### src/hw/rtl/surface_get_or_create_table_core_assert.svh
// Assertion macros for the surface table core.
// Included by modules that carry concurrent checks; needs clk and rst_n in scope.
`ifndef SURFACE_GET_OR_CREATE_TABLE_CORE_ASSERT_SVH
`define SURFACE_GET_OR_CREATE_TABLE_CORE_ASSERT_SVH
// Check that a condition implies a consequence in the same cycle.
`define SGT_ASSERT_IMP(lbl, a, c) \
  lbl: assert property (@(posedge clk) disable iff (!rst_n) (a) |-> (c)) \
    else $error("check failed");
// Check that a condition implies a consequence in the next cycle.
`define SGT_ASSERT_NEXT(lbl, a, c) \
  lbl: assert property (@(posedge clk) disable iff (!rst_n) (a) |=> (c)) \
    else $error("check failed");
`endif

### src/hw/rtl/sgt_pkg.sv
// Shared constants for the surface table core.
// No dependencies.
`default_nettype none
package sgt_pkg;
  localparam int unsigned KEY_W = 32;
  localparam logic [15:0] ALPHA_TYPE = 16'd16646;
  localparam logic [2:0] ST_FOUND = 3'd0;
  localparam logic [2:0] ST_CREATED = 3'd1;
  localparam logic [2:0] ST_BAD_TEXTURE = 3'd2;
  localparam logic [2:0] ST_NO_SURFACE = 3'd3;
  localparam logic [2:0] ST_NO_ENTRY = 3'd4;
  localparam logic [1:0] REG_TEXTURE_LIMIT = 2'd0;
  localparam logic [1:0] REG_SURFACE_LIMIT = 2'd1;
endpackage
`default_nettype wire

### src/hw/rtl/sgt_cfg.sv
// APB-style register block for texture and surface limits.
// Depends on sgt_pkg.
`default_nettype none
module sgt_cfg (
  input  wire logic        clk,
  input  wire logic        rst_n,
  input  wire logic        psel,
  input  wire logic        penable,
  input  wire logic        pwrite,
  input  wire logic [2:0]  paddr,
  input  wire logic [31:0] pwdata,
  output logic      [31:0] prdata,
  output logic             pready,
  output logic      [9:0]  texture_limit,
  output logic      [11:0] surface_limit
);
  import sgt_pkg::*;
  logic [9:0]  tex_r;
  logic [11:0] surf_r;
  logic        wr;
  assign pready = 1'b1;
  assign wr = psel && penable && pwrite && paddr[1:0] == 2'b00;
  always_ff @(posedge clk) begin
    if (!rst_n) begin
      tex_r  <= 10'd1023;
      surf_r <= 12'd2048;
    end else if (wr) begin
      unique case (paddr[2])
        REG_TEXTURE_LIMIT[0]: tex_r <= pwdata[9:0];
        default:              surf_r <= pwdata[11:0];
      endcase
    end
  end
  always_comb begin
    unique case (paddr[2])
      REG_TEXTURE_LIMIT[0]: prdata = {22'd0, tex_r};
      default:              prdata = {20'd0, surf_r};
    endcase
  end
  assign texture_limit = tex_r;
  assign surface_limit = surf_r;
endmodule
`default_nettype wire

### config.mk
export PLATFORM = sky130hd
export DESIGN_NAME = sgt_cfg
export DESIGN_NICKNAME = d
export VERILOG_FILES = /design/src/hw/rtl/surface_get_or_create_table_core_assert.svh /design/src/hw/rtl/sgt_pkg.sv /design/src/hw/rtl/sgt_cfg.sv
export SDC_FILE = /design/constraint.sdc
export NUM_CORES = 1
export LEC_CHECK = 0
export ABC_AREA = 1
export ABC_CLOCK_PERIOD_IN_PS = 1630
export BUFFER_PORTS_ARGS = -buffer_cell sky130_fd_sc_hd__buf_4
export CAP_MARGIN = 30
export CORE_MARGIN = 2
export CORE_UTILIZATION = 43
export CTS_BUF_LIST = sky130_fd_sc_hd__clkbuf_16
export CTS_CLUSTER_SIZE = 10
export DETAILED_ROUTE_END_ITERATION = 6
export HOLD_SLACK_MARGIN = 0.15
export PLACE_DENSITY = 0.84
export SKIP_LAST_GASP = 1
export SYNTH_ARGS = -nofsm -noshare
export SYNTH_HDL_FRONTEND = slang
export SYNTH_SLANG_ARGS = --single-unit
### constraint.sdc
create_clock -name clk -period 1.63 [get_ports clk]
set_input_delay 0.2445 -clock clk [delete_from_list [all_inputs] [get_ports clk]]
set_output_delay 0.2445 -clock clk [all_outputs]
set_load 0.02 [all_outputs]
==> metrics.yaml <==
synth-xor-area-share: 0
synth_cell_type_count: 16
vias_per_cell: 4.585
die_area_mm2: 0.003495
nNetsFinal: 287
overflow: 0
cts_buffers: 3
synth_seq_area_share: 0.3372
total_power_mw: 1.478
cp_max_fo: 12
multiInputGateArea_um2: 578.1
vias: 1270
min-delay-path-class: "in2reg"
worstPathArrival_ns: 1.08
tns_ns: 0
crit_type: "in2out"
setup_violations: 0
ys.warnings.count: 0
postCtsSetupBuffers: 0
place_congestion: 0.7136
antenna_cells: 0
holdBufCountCts: 0
initial_utilization: 0.4617
max-cap-violations: 0
finalCriticalPeriod_ns: 1.328
rsz0062_at_grt: "false"
synth-compound-area-share: 0.03831
irDropWorstVdd_uv: 543.2
fin_crit_sh: 0.8150
fmax_mhz: 752.7
end_kind: "output port"
cts_tree: "done"
power-per-cell-area_mw_per_mm2: 851.2
clock-sinks: 22
wirelength_um: 2869
syn_inst: 198
clk_pin_slew_ns: 0.06
die_y_um: 59.12
portBuffers: 53
syn_area_mm2: 0.001306
hold_viol_final: 0
ys_seq_elements: 22
cts_resized: 0
ioPinCount: 95
synth-simple-area-share: 0.3439
row_count: 19
routedWlPerCell_um: 10.36
grt_max_degree: 23
synth.mux.area_fraction: 0
synth-adder-area-share: 0
core-area_mm2: 0.002829
syn_avg_cell_area_um2: 6.597
cts_buffer_depth: 2
status: "finished, final reports clean"
die_x_um: 59.12
worstSetupStartpointType: "primary input"
drtPass1Iterations: 4
synth_top_family_by_area: "simple AND/OR/NAND/NOR gates"
fin_worst_skew_ns: 0
root_buffer: "clkbuf_16"
antenna_found_initial: 0
setup_ws_ns: 0.3015
place_ws_ns: 0.2534
regArea_um2: 440.4
detail-route-antenna-nets: 0
grt_pass1_vias: 1149
drc: 0
area_growth_pct: 32.95
cp.required_ns: 1.39
grt_pass1_wl_um: 4912
slew_violations: 0
num-fill-cells: 292
clock_latency_ns: 0.25
leakagePower_nw: 0.9739
track_usage: 0.1805
place_hpwl_um: 2134
clock_tree.htree_level_count: 1
drt_iter0_drc: 22
drive_above_1_share: 0.2683
state kept, by name, indices dropped and copies added (netlist names):
signal         count
surface_limit     12
texture_limit     10
worst max-delay path, stage by stage:
cell	delay (ns)
buf_4	0.11
inv_1	0.18
buf_4	0.22
nand2_1	0.06
o21ai_0	0.09
buf_4	0.18
final cells by class:
cell class	count	area share
clock inverter	1	0.01729
multi-input combinational	125	0.3329
clock buffer	3	0.04323
tap	31	0.02233
sequential	22	0.2536
inverter	37	0.07997
timing repair buffer	58	0.2507
cell usage after synthesis:
cell type / instances / area [um^2]
nand2_1: 46 / 172.7
inv_1: 37 / 138.9
dfxtp_1: 22 / 440.4
nand4_1: 22 / 137.6
buf_4: 21 / 157.7
nand3_1: 11 / 55.05
nor2_1: 11 / 41.29
o21ai_0: 10 / 50.05
buf_2: 7 / 35.03
clkbuf_1: 2 / 7.510
conb_1: 2 / 7.510
nand3_2: 2 / 20.02
nor2_4: 2 / 22.52
buf_1: 1 / 3.750
buf_6: 1 / 11.26
clkbuf_2: 1 / 5.000
power by group:
group | leakage, nW | total (mW) | switching, mW | internal, mW
clock network | 0.0511 | 0.685 | 0.198 | 0.488
logic | 0.745 | 0.244 | 0.158 | 0.0855
registers | 0.178 | 0.549 | 0.00443 | 0.545
total | 0.974 | 1.48 | 0.360 | 1.12
routing by layer:
layer | global-route usage | routed length (um)
met1 | 0.2259 | 1201
met2 | 0.3127 | 1434
met3 | 0.03930 | 198
met4 | 0.04870 | 34
met5 | 0 | 0
cell families (layout without fill, tap and decap cells):
| group | Yosys count | after routing |
|---|---|---|
| compound gates | 10 | 10 |
| buf+inv | 70 | 99 |
| flops | 22 | 22 |
| other cells | 2 | 21 |
| simple gates | 94 | 94 |
stage by stage:
step	hold WS, ns	util	instances	area, um^2
2_1_floorplan	0.3658	-	217	1378
3_3_place_gp	0.4738	0.5767	273	1632
3_5_place_dp	0.4786	0.5767	273	1632
4_1_cts	0.2508	0.6139	277	1737
5_1_grt	0.2579	0.6139	277	1737
6_report	0.2520	0.6139	277	1737
cells in the final DEF (no fill, tap or decap):
master	Yosys	layout
conb_1	2	21
nor2_1	11	11
nand3_2	2	2
nand2_1	46	46
nand3_1	11	11
nand4_1	22	22
inv_1	37	37
dfxtp_1	22	22
bufinv_16	0	1
o21ai_0	10	10
nor2_4	2	2
clkbuf_16	0	3
buf_4	21	58
path summary, 6_finish.rpt:
check,start,slack (ns),cells after the start,end
worst max-delay path,paddr[2],0.30,6,prdata[1]
worst min register to register,texture_limit[7]$_SDFFE_PN1P_,0.48,2,texture_limit[7]$_SDFFE_PN1P_
worst min-delay path,pwdata[11],0.25,3,surface_limit[11]$_SDFFE_PN1P_
worst max register to register,surface_limit[10]$_SDFFE_PN0P_,0.99,4,surface_limit[10]$_SDFFE_PN0P_
Power figures use the tool's default switching activity.
